<file path="src/rtl/core/digit_trie_prefix_check_core_macros.svh">
// assertion macros for the digit trie prefix check core
`ifndef DIGIT_TRIE_PREFIX_CHECK_CORE_MACROS_SVH
`define DIGIT_TRIE_PREFIX_CHECK_CORE_MACROS_SVH

// same-cycle implication, sampled on clk, off during reset
`define DTPC_ASSERT_NOW(label, ante, cons, msg) \
  label: assert property (@(posedge clk) disable iff (rst) (ante) |-> (cons)) \
    else $error(msg);

// next-cycle implication, sampled on clk, off during reset
`define DTPC_ASSERT_NEXT(label, ante, cons, msg) \
  label: assert property (@(posedge clk) disable iff (rst) (ante) |=> (cons)) \
    else $error(msg);

`endif

</file>
<file path="src/rtl/core/dtpc_pkg.sv">
// shared types and constants of the digit trie prefix check core
`default_nettype none
package dtpc_pkg;

  localparam int DIGIT_W = 4;

  // bit positions inside a node flag entry
  localparam int END_BIT = 1;
  localparam int HAS_BIT = 0;

  // commands from the controller to the datapath
  typedef struct packed {
    logic latch;
    logic clear;
    logic rd_cur;
    logic eval;
    logic alloc;
    logic overflow;
    logic follow;
    logic zero_wr;
    logic final_mark;
    logic emit;
  } cmd_t;

  // status from the datapath to the controller
  typedef struct packed {
    logic is_clear;
    logic digit_ok;
    logic is_last;
    logic dropped;
    logic child_zero;
    logic pool_exhausted;
    logic out_busy;
  } sts_t;

endpackage
`default_nettype wire

</file>
<file path="src/rtl/core/dtpc_ctrl.sv">
// controller state machine of the digit trie prefix check core
`default_nettype none
module dtpc_ctrl (
  input  wire logic          clk,
  input  wire logic          rst,
  input  wire logic          in_valid,
  output logic               in_ready,
  input  wire dtpc_pkg::sts_t sts,
  output dtpc_pkg::cmd_t     cmd
);

  localparam logic [2:0] S_INIT     = 3'd0;
  localparam logic [2:0] S_IDLE     = 3'd1;
  localparam logic [2:0] S_DISPATCH = 3'd2;
  localparam logic [2:0] S_EVAL     = 3'd3;
  localparam logic [2:0] S_ZERO     = 3'd4;
  localparam logic [2:0] S_FINAL    = 3'd5;
  localparam logic [2:0] S_EMIT     = 3'd6;

  logic [2:0] state;
  logic [2:0] state_next;

  assign in_ready = (state == S_IDLE);

  always_comb begin
    cmd        = '0;
    state_next = state;
    case (state)
      S_INIT: begin
        cmd.clear  = 1'b1;
        state_next = S_IDLE;
      end
      S_IDLE: begin
        if (in_valid) begin
          cmd.latch  = 1'b1;
          state_next = S_DISPATCH;
        end
      end
      S_DISPATCH: begin
        if (sts.is_clear) begin
          cmd.clear  = 1'b1;
          state_next = S_IDLE;
        end else if (!sts.digit_ok) begin
          state_next = S_IDLE;
        end else if (sts.dropped) begin
          state_next = sts.is_last ? S_EMIT : S_IDLE;
        end else begin
          cmd.rd_cur = 1'b1;
          state_next = S_EVAL;
        end
      end
      S_EVAL: begin
        cmd.eval = 1'b1;
        if (sts.child_zero) begin
          if (sts.pool_exhausted) begin
            cmd.overflow = 1'b1;
            state_next   = sts.is_last ? S_EMIT : S_IDLE;
          end else begin
            cmd.alloc  = 1'b1;
            state_next = S_ZERO;
          end
        end else begin
          cmd.follow = 1'b1;
          state_next = sts.is_last ? S_FINAL : S_IDLE;
        end
      end
      S_ZERO: begin
        cmd.zero_wr = 1'b1;
        state_next  = sts.is_last ? S_EMIT : S_IDLE;
      end
      S_FINAL: begin
        cmd.final_mark = 1'b1;
        state_next     = S_EMIT;
      end
      S_EMIT: begin
        if (!sts.out_busy) begin
          cmd.emit   = 1'b1;
          state_next = S_IDLE;
        end
      end
      default: begin
        state_next = S_INIT;
      end
    endcase
  end

  always_ff @(posedge clk) begin
    if (rst) begin
      state <= S_INIT;
    end else begin
      state <= state_next;
    end
  end

endmodule
`default_nettype wire

</file>
<file path="config.mk">
export PLATFORM = sky130hd
export DESIGN_NAME = dtpc_ctrl
export DESIGN_NICKNAME = d
export VERILOG_FILES = /design/src/rtl/core/digit_trie_prefix_check_core_macros.svh /design/src/rtl/core/dtpc_pkg.sv /design/src/rtl/core/dtpc_ctrl.sv
export SDC_FILE = /design/constraint.sdc
export NUM_CORES = 1
export LEC_CHECK = 0
export BUFFER_PORTS_ARGS = -buffer_cell sky130_fd_sc_hd__buf_2
export CORE_AREA = 5 5 42 44
export CTS_CLUSTER_DIAMETER = 150
export DETAILED_ROUTE_END_ITERATION = 8
export DIE_AREA = 0 0 47 49
export MAX_ROUTING_LAYER = met4
export PLACE_DENSITY = 0.5
export REMOVE_ABC_BUFFERS = 1
export SLEW_MARGIN = 20
export SYNTH_ARGS = -nofsm -noshare
export SYNTH_HDL_FRONTEND = slang
export SYNTH_SLANG_ARGS = --single-unit
</file>
<file path="constraint.sdc">
create_clock -name clk -period 1.6 [get_ports clk]
set_input_delay 0.32 -clock clk [delete_from_list [all_inputs] [get_ports clk]]
set_output_delay 0.32 -clock clk [all_outputs]
set_load 0.02 [all_outputs]
</file>
==> results of run 1 <==
==> cells in the final DEF (no fill, tap or decap), types with 2 or more instances in the layout <==
| cell type | n |
|---|---|
| nor2_1 | 5 |
| nand2b_1 | 2 |
| nor3_1 | 3 |
| nor2b_1 | 3 |
| o21ai_0 | 4 |
| and3b_1 | 2 |
| inv_1 | 3 |
| clkbuf_4 | 3 |
| buf_2 | 19 |
| buf_4 | 5 |
| and2_1 | 2 |
| dfxtp_2 | 2 |
| nand2_1 | 2 |
| a211oi_1 | 2 |
==> cells in the mapped netlist (2+ instances only) <==
library cell  instances
a211oi_1              2
and2_1                2
and3b_1               2
buf_2                 2
dfxtp_1               3
inv_1                 3
nand2_1               2
nand2b_1              2
nor2_1                5
nor2b_1               3
nor3_1                3
o21ai_0               4
==> worst paths after layout <==
kind	from	slack, ns	to
worst max-delay path	state[2]	0.06	cmd[4]
worst min-delay path	rst	0.28	state[1]
worst max register to register	state[2]	0.32	state[1]
worst min register to register	state[0]	0.66	state[0]
==> layer usage <==
layer / vias up / global-route usage, % / routed length, um
li1: 218 / - / -
met1: 168 / 11.6 / 418
met2: 14 / 13.3 / 441
met3: 0 / 1.48 / 76
met4: 0 / 6.91 / 0
met5: - / - / 0
==> per-stage QoR <==
| stage | instance area [sq um] | worst slack [ns] | util [%] | std cells | power (mW) |
|---|---|---|---|---|---|
| global route | 510 | 0.0126 | 36.4 | 87 | 0.363 |
| detailed placement | 455 | 0.191 | 32.5 | 81 | 0.201 |
| CTS | 493 | 0.0202 | 35.2 | 85 | 0.343 |
| finish | 510 | 0.0561 | 36.4 | 87 | 0.335 |
| floorplan | 320 | 0.177 | - | 43 | 0.155 |
| global placement | 455 | 0.194 | 32.5 | 81 | 0.202 |
==> kinds of logic after synthesis <==
| kind of cell | Yosys count |
|---|---|
| simple gates | 25 |
| compound gates | 12 |
| buf+inv | 6 |
| flops | 3 |
==> layout make-up <==
| cell class | count | area share, % |
|---|---|---|
| Timing Repair Buffer | 24 | 26.0 |
| Tap cell | 16 | 3.92 |
| Sequential cell | 3 | 13.0 |
| Multi-Input combinational cell | 37 | 49.8 |
| Inverter | 3 | 2.21 |
| Clock buffer | 4 | 5.15 |
==> power breakdown <==
| part | switching [mW] | internal [mW] | leakage, nW | total [mW] |
|---|---|---|---|---|
| Combinational | 0.0574 | 0.0516 | 0.220 | 0.109 |
| Clock | 0.0392 | 0.0935 | 0.0150 | 0.133 |
| Sequential | 0.0123 | 0.0815 | 0.0260 | 0.0938 |
| Total | 0.109 | 0.227 | 0.261 | 0.335 |
==> what timing repair did <==
action,4_1_cts,5_1_grt
gates resized for setup,5,1
buffers inserted,0,2
endpoints found under the setup margin,4,2
gates cloned,0,0
==> impl_metrics.toml, run 1 <==
[status]
status = "completed"

[synthesis]
synth_flop_cell = "dfxtp_1"
synth_fa_ha_area_share_pct = 0
synth_top_cell_area_share_pct = 17.6
synthMuxAreaShare_pct = 0
synthXorXnorAreaFrac_pct = 0
ys_warn_count = 0
synth_compound_gate_area_share_pct = 27.5
synth-edff-count = 0
ys_ff_latch = 3
synthCells = 46
synth_cell_types = 25
netlist_area_sq_um = 342
synth-simple-area-share_pct = 45.4
async_flop_share_pct = 0
yosysSeqAreaShare_pct = 17.6
synth_top_family_by_area = "simple AND/OR/NAND/NOR gates"
synth_area_per_cell_sq_um = 7.43
yosys.area.top_type = "dfxtp_1"
yosys-top-cells-area = "dfxtp_1 18%, o21ai_0 5.9%, nor2_1 5.5%"

[setup_path]
path_class = "flip-flop to output port"
path_max_fanout = 6
crit_buf_inv = 1
worst_setup_path_end_kind = "output port"
crit_required_ns = 1.28
cp_top_family = "simple AND/OR/NAND/NOR gates"
reg2regPathDepth = 4
max_stage_delay_ns = 0.35
cp.arrival_ns = 1.22
slowest_stage = "dfxtp_4"
crit_chain = "and3b_4, and3_4, buf_4"
cp_num_cells = 3
start_kind = "flip-flop"

[power]
powerDensity_nw_per_um2 = 657
peakVddDrop_v = 0.000163
power.leakage_nw = 0.261

[cts]
cts_tree = "done"
cts_buffers = 3
h-tree-depth = 1
root_buffer = "clkbuf_4"
cts.sinks = 3
hold_buffers = 0
cts_buffer_depth = 2
clk_latency_ns = 0.23
path_clk_slew_ns = 0.04

[sta]
min_period_ns = 1.54
hold_ws_ns = 0.284
worst_pin_slew_ns = 0.219
hold_viol_final = 0
maxSlewViolCount = 0
slew_headroom_pct = 85.3
setup_viol = 0
finalCritPeriodShare_pct = 96.5
worst_clock_skew_ns = 0.000260
setup_tns_ns = 0
rsz0062_at_grt = "false"
fmax_mhz = 648

[routing]
viasPerCell = 4.60
drtIter0Drc = 0
drt-pass1-iter-count = 1
post_drt_wl_per_cell_um = 10.8
finalWirelength_um = 936
route.detailed.drc = 0
ant_nets = 0
vias = 400

[floorplan]
die_height_um = 49
die_w_um = 47
row_count = 14
core_area_sq_um = 1400
start_util_pct = 24.4
boundaryPins = 21
dieArea_sq_um = 2300

[layout]
top_register = "state"
syn_to_final_growth_pct = 49.5
multi_input_area_sq_um = 254
n_antenna_cell = 0
fill_cells = 168
reg_top3 = "state x3"
regArea_sq_um = 66.3
largest_reg_flops = 3
nets = 82
layout-drive-gt1-share_pct = 52.1

[worst_hold_path]
hp-class = "primary input to flip-flop"
whs_path_depth = 2

[placed_design]
dp_hpwl_um = 723
place.gp.congestion = 0.751
io_buffers = 20

[grt]
grt_pass1_vias = 371
antenna_found_initial = 0
grt_pass1_wl_mm = 1.55
grt.overflow.total = 0
grt_util_all_layers_pct = 9.44
grt_max_degree = 12

[flow_run]
cap_violations = 0
No activity file was read; power rests on OpenSTA's default activity.
==> inputs of run 2 (changes only) <==
--- a/config.mk
+++ b/config.mk
@@ -5,13 +5,14 @@
 export SDC_FILE = /design/constraint.sdc
 export NUM_CORES = 1
 export LEC_CHECK = 0
+export ABC_AREA = 1
 export BUFFER_PORTS_ARGS = -buffer_cell sky130_fd_sc_hd__buf_2
 export CORE_AREA = 5 5 42 44
 export CTS_CLUSTER_DIAMETER = 150
 export DETAILED_ROUTE_END_ITERATION = 8
 export DIE_AREA = 0 0 47 49
 export MAX_ROUTING_LAYER = met4
-export PLACE_DENSITY = 0.5
+export PLACE_DENSITY = 0.53
 export REMOVE_ABC_BUFFERS = 1
 export SLEW_MARGIN = 20
 export SYNTH_ARGS = -nofsm -noshare
==> run 2 against run 1 <==
- total power up 49%
- utilization is 0.089 points higher
- non-clock buffer count is 4 lower
- clock-buffer cell count did not move
- clock power hardly changed
- final cell count rose by 22%
- register-to-register slack improved by 0.16 ns
- hold slack got worse by 0.023 ns
- maximum frequency up 3.3%
- flip-flop and latch count unchanged
- area after synthesis grew 8.1%
- sequential power rose by 36%
- largest cell class unchanged
==> impl_metrics.toml, run 2 <==
[placed_design]
post_dp_cell_area_sq_um = 478
dp_hpwl_um = 802
io_buffers = 20
place.gp.congestion = 0.720
dp_cells = 102

[power]
p_clk_share_pct = 26.8
peakVddDrop_v = 0.000641
powerDensity_nw_per_um2 = 975
comb_power_share_pct = 47.5
seq_power_share_pct = 25.7
intPower_mw = 0.271
power.leakage_nw = 0.305
power.net_switching_mw = 0.227
netSwitchingFraction_pct = 45.6

[cts]
cts_tree = "done"
clk_latency_ns = 0.23
root_buffer = "clkbuf_4"
cts_buffers = 3
h-tree-depth = 1
postCtsSetupBuffers = 0
cts_buffer_depth = 2
cts.sinks = 3
path_clk_slew_ns = 0.04

[floorplan]
start_util_pct = 26.3
die_height_um = 49
boundaryPins = 21
dieArea_sq_um = 2300
row_count = 14
core_area_sq_um = 1400
die_w_um = 47

[sta]
worst_pin_slew_ns = 0.244
fmax_mhz = 669
setup_viol = 0
maxSlewViolCount = 0
hold_ws_ns = 0.261
setup_tns_ns = 0
worst_clock_skew_ns = 0.00244
slew_headroom_pct = 83.7
min_period_ns = 1.50
finalCritPeriodShare_pct = 93.4
hold_viol_final = 0

[synthesis]
ys_ff_latch = 3
yosys.area.top_type = "nand2_1"
yosysSeqAreaShare_pct = 16.3
ys_warn_count = 0
netlist_area_sq_um = 369
synth_area_per_cell_sq_um = 5.51
yosysMostFrequentCell = "nand2_1"
synth_top_cell_area_share_pct = 18.3
async_flop_share_pct = 0
yosys-top-cells-area = "nand2_1 18%, dfxtp_1 16%, nor2_1 14%"
synth-edff-count = 0
synth_flop_cell = "dfxtp_1"
synth_cell_types = 17
synthCells = 67
synth_common_cells = "18 x nand2_1, 14 x nor2_1, 11 x inv_1, 4 x nand3_1"

[setup_path]
path_class = "flip-flop to output port"
crit_required_ns = 1.28
start_kind = "flip-flop"
cp.arrival_ns = 1.18
rrSetupSlack_ns = 0.48
path_max_fanout = 7
worst_setup_path_end_kind = "output port"

[grt]
grt_max_degree = 9
antenna_found_initial = 0
grt_pass1_wl_mm = 1.59
grt_util_all_layers_pct = 9.44
grt.overflow.total = 0
grt_pass1_vias = 387

[routing]
route.detailed.drc = 0
post_drt_wl_per_cell_um = 9.10
ant_nets = 0
viasPerCell = 4.39
drt-pass1-iter-count = 4
drtIter0Drc = 12
vias = 465
finalWirelength_um = 965

[layout]
syn_to_final_growth_pct = 38.6
instances_no_fill = 106
layout-drive-gt1-share_pct = 35.6
layout_commonest_cell = "buf_2"
mostFrequentLayoutCells = "20 x buf_2, 18 x nand2_1, 14 x nor2_1, 11 x inv_1"
finalInstanceArea_sq_um = 512
top_register = "state"
largest_reg_flops = 3
n_antenna_cell = 0
nets = 101
reg_top3 = "state x3"

[flow_run]
cap_violations = 0

[status]
status = "completed"

[worst_hold_path]
hp-class = "primary input to flip-flop"
## run 2: cell count changes after synthesis, moves of 2 or more
| cell | delta |
|---|---|
| and2_1 | -2 |
| o21ai_0 | -3 |
| inv_1 | +8 |
| nand4_1 | +2 |
| buf_2 | -2 |
| and3b_1 | -2 |
| nand2b_1 | -2 |
| inv_2 | +2 |
| nor2_1 | +9 |
| nor2b_1 | -3 |
| a21oi_1 | +3 |
| nand3_1 | +4 |
| nand2_1 | +16 |
## run 2: path summary, 6_finish.rpt
check	from	endpoint	cells past startpoint
worst max-delay path	state[2]	cmd[5]	4
worst min-delay path	rst	state[1]	2
worst max register to register	state[2]	state[1]	7
worst min register to register	state[1]	state[1]	2
## run 2: repair_timing
| action | 4_1_cts | 5_1_grt |
|---|---|---|
| endpoints found under the setup margin | 0 | 2 |
| hold buffers | 0 | 0 |
| hold endpoints to repair | 0 | 0 |
| gates resized for setup | 0 | 3 |
## run 2: area by class of cell
class                   instances  area [sq um]
fillers                       165           890
multi-input cells              50           254
repair buffers                 20           100
flip-flops and latches          3          62.6
inverters                      13          48.8
clock buffers                   4          26.3
well taps                      16          20.0
## run 2: per-stage QoR
| stage | setup WS [ns] | util [%] | total power, mW |
|---|---|---|---|
| after detailed placement | 0.300 | 34.1 | 0.359 |
| after CTS | 0.0474 | 36.0 | 0.498 |
| after floorplan | 0.199 | - | 0.286 |
| after global placement | 0.314 | 34.1 | 0.360 |
| final | 0.105 | 36.5 | 0.499 |
| after global routing | -0.00343 | 36.5 | 0.559 |
## run 2: logic make-up (layout without fill, tap and decap cells)
kind of cell | after synthesis | count (layout) | share of synthesized area [%]
compound gates | 6 | 6 | 9.49
simple gates | 44 | 44 | 58.0
flops | 3 | 3 | 16.3
buf+inv | 14 | 37 | 16.3
## run 2: power by group through the flow
| stage | clock network (mW) | registers [mW] | logic [mW] |
|---|---|---|---|
| floorplan | 0 | 0.119 | 0.167 |
| global placement | 0 | 0.124 | 0.236 |
| detailed placement | 0 | 0.125 | 0.234 |
| CTS | 0.139 | 0.123 | 0.235 |
| global route | 0.152 | 0.133 | 0.273 |
| finish | 0.134 | 0.128 | 0.237 |
## run 2: critical path: stages, from the launching register on
cell,delay (ns)
dfxtp_1,0.37
inv_2,0.14
nand3_4,0.11
nor3_1,0.13
buf_2,0.19
## run 2: metal layers
| layer | vias to the layer above | part of all wire [%] | track usage [%] |
|---|---|---|---|
| met2 | 15 | 42 | 11.3 |
| li1 | 258 | - | - |
| met3 | 2 | 8.9 | 3.32 |
| met5 | - | 0 | - |
| met4 | 0 | 0.83 | 4.15 |
| met1 | 190 | 48 | 13.8 |
==> inputs of run 3 (changes only) <==
--- a/config.mk
+++ b/config.mk
@@ -12,7 +12,7 @@
 export DETAILED_ROUTE_END_ITERATION = 8
 export DIE_AREA = 0 0 47 49
 export MAX_ROUTING_LAYER = met4
-export PLACE_DENSITY = 0.53
+export PLACE_DENSITY_LB_ADDON = 0.15
 export REMOVE_ABC_BUFFERS = 1
 export SLEW_MARGIN = 20
 export SYNTH_ARGS = -nofsm -noshare
==> run 3 against run 2 <==
- clock-buffer cell count stayed put
- total power fell by 0.96%
- combinational power hardly changed
- die area unchanged
- critical path type unchanged
- largest cell class unchanged
==> impl_metrics.toml, run 3 (synthesis results as in run 2) <==
[status]
status = "completed"

[sta]
min_period_ns = 1.47
hold_viol_final = 0
rsz0062_at_grt = "false"
setup_viol = 0
slew_headroom_pct = 88.5
worst_clock_skew_ns = 0.00147
worst_pin_slew_ns = 0.171
maxSlewViolCount = 0
hold_ws_ns = 0.267
setup_tns_ns = 0
finalCritPeriodShare_pct = 91.7
fmax_mhz = 682

[layout]
top_register = "state"
syn_to_final_growth_pct = 37.6
finalInstanceArea_sq_um = 508
reg_top3 = "state x3"
layout_commonest_cell = "buf_2"
n_antenna_cell = 0
mostFrequentLayoutCells = "20 x buf_2, 18 x nand2_1, 14 x nor2_1, 11 x inv_1, 4 x nand3_1"
layout-drive-gt1-share_pct = 35.6
largest_reg_flops = 3
nets = 101

[floorplan]
start_util_pct = 26.3
die_w_um = 47
die_height_um = 49
boundaryPins = 21
core_area_sq_um = 1400
dieArea_sq_um = 2300
row_count = 14

[routing]
drtIter0Drc = 4
post_drt_wl_per_cell_um = 9.30
finalWirelength_um = 986
vias = 459
drt-pass1-iter-count = 3
ant_nets = 0
viasPerCell = 4.33
route.detailed.drc = 0

[setup_path]
cp.arrival_ns = 1.15
path_max_fanout = 7
start_kind = "flip-flop"
crit_buf_inv = 2
worst_setup_path_end_kind = "output port"
cp_top_family = "flip-flops"
rrSetupSlack_ns = 0.52
crit_chain = "inv_2, nand3_1, nor3_1, buf_2"
crit_required_ns = 1.28
slowest_stage = "dfxtp_2"
max_stage_delay_ns = 0.35
path_class = "flip-flop to output port"

[grt]
grt_pass1_wl_mm = 1.60
grt.overflow.total = 0
grt_pass1_vias = 393
antenna_found_initial = 0
grt_util_all_layers_pct = 9.95
grt_max_degree = 9

[cts]
hold_buffers = 0
cts_buffer_depth = 2
cts_buffers = 3
ctsResizeCount = 0
cts.sinks = 3
clk_latency_ns = 0.23
postCtsSetupBuffers = 0
path_clk_slew_ns = 0.04
root_buffer = "clkbuf_4"
cts_tree = "done"
h-tree-depth = 1

[power]
intPower_mw = 0.271
powerDensity_nw_per_um2 = 973
peakVddDrop_v = 0.000442
seq_power_share_pct = 25.7
power.net_switching_mw = 0.223
power.leakage_nw = 0.305
netSwitchingFraction_pct = 45.2
comb_power_share_pct = 47.5
p_clk_share_pct = 26.8

[flow_run]
cap_violations = 0

[placed_design]
post_dp_cell_area_sq_um = 478
io_buffers = 20
place.gp.congestion = 0.717
dp_hpwl_um = 839

[worst_hold_path]
hp-class = "primary input to flip-flop"
run 3: cell counts in the layout (fill, tap and decap cells not counted):
Identical to the previous run, type by type.
run 3: worst paths after layout:
kind,start,endpoint,cells after the start
hold reg to reg,state[2],state[1],2
setup / recovery,state[2],cmd[7],4
hold / removal,rst,state[0],2
setup reg to reg,state[2],state[1],7
run 3: stage by stage:
step / util, % / worst slack, ns / total power [mW] / std cells
3_3_place_gp: 34.1 / 0.315 / 0.362 / 102
3_5_place_dp: 34.1 / 0.288 / 0.362 / 102
5_1_grt: 36.3 / 0.0371 / 0.547 / 106
6_report: 36.3 / 0.133 / 0.494 / 106
4_1_cts: 36.0 / 0.0329 / 0.502 / 106
2_1_floorplan: - / 0.199 / 0.286 / 66
run 3: area by class of cell:
cell class,instances,area [sq um]
Inverter,13,48.8
Timing Repair Buffer,20,100
Sequential cell,3,63.8
Multi-Input combinational cell,50,249
Clock buffer,4,26.3
Fill cell,165,893
Tap cell,16,20.0
run 3: power groups by stage:
stage	clock [mW]	combinational [mW]	sequential [mW]
after global placement	0	0.238	0.124
after CTS	0.141	0.238	0.123
after global routing	0.149	0.267	0.130
after floorplan	0	0.167	0.119
final	0.132	0.235	0.127
after detailed placement	0	0.237	0.124
run 3: routing by layer:
| metal | track usage [%] | vias to the layer above | part of all wire (%) |
|---|---|---|---|
| met4 | 5.53 | 0 | 0 |
| met5 | - | - | 0 |
| met1 | 12.5 | 189 | 47 |
| li1 | - | 257 | - |
| met3 | 3.69 | 0 | 8.4 |
| met2 | 13.3 | 13 | 45 |
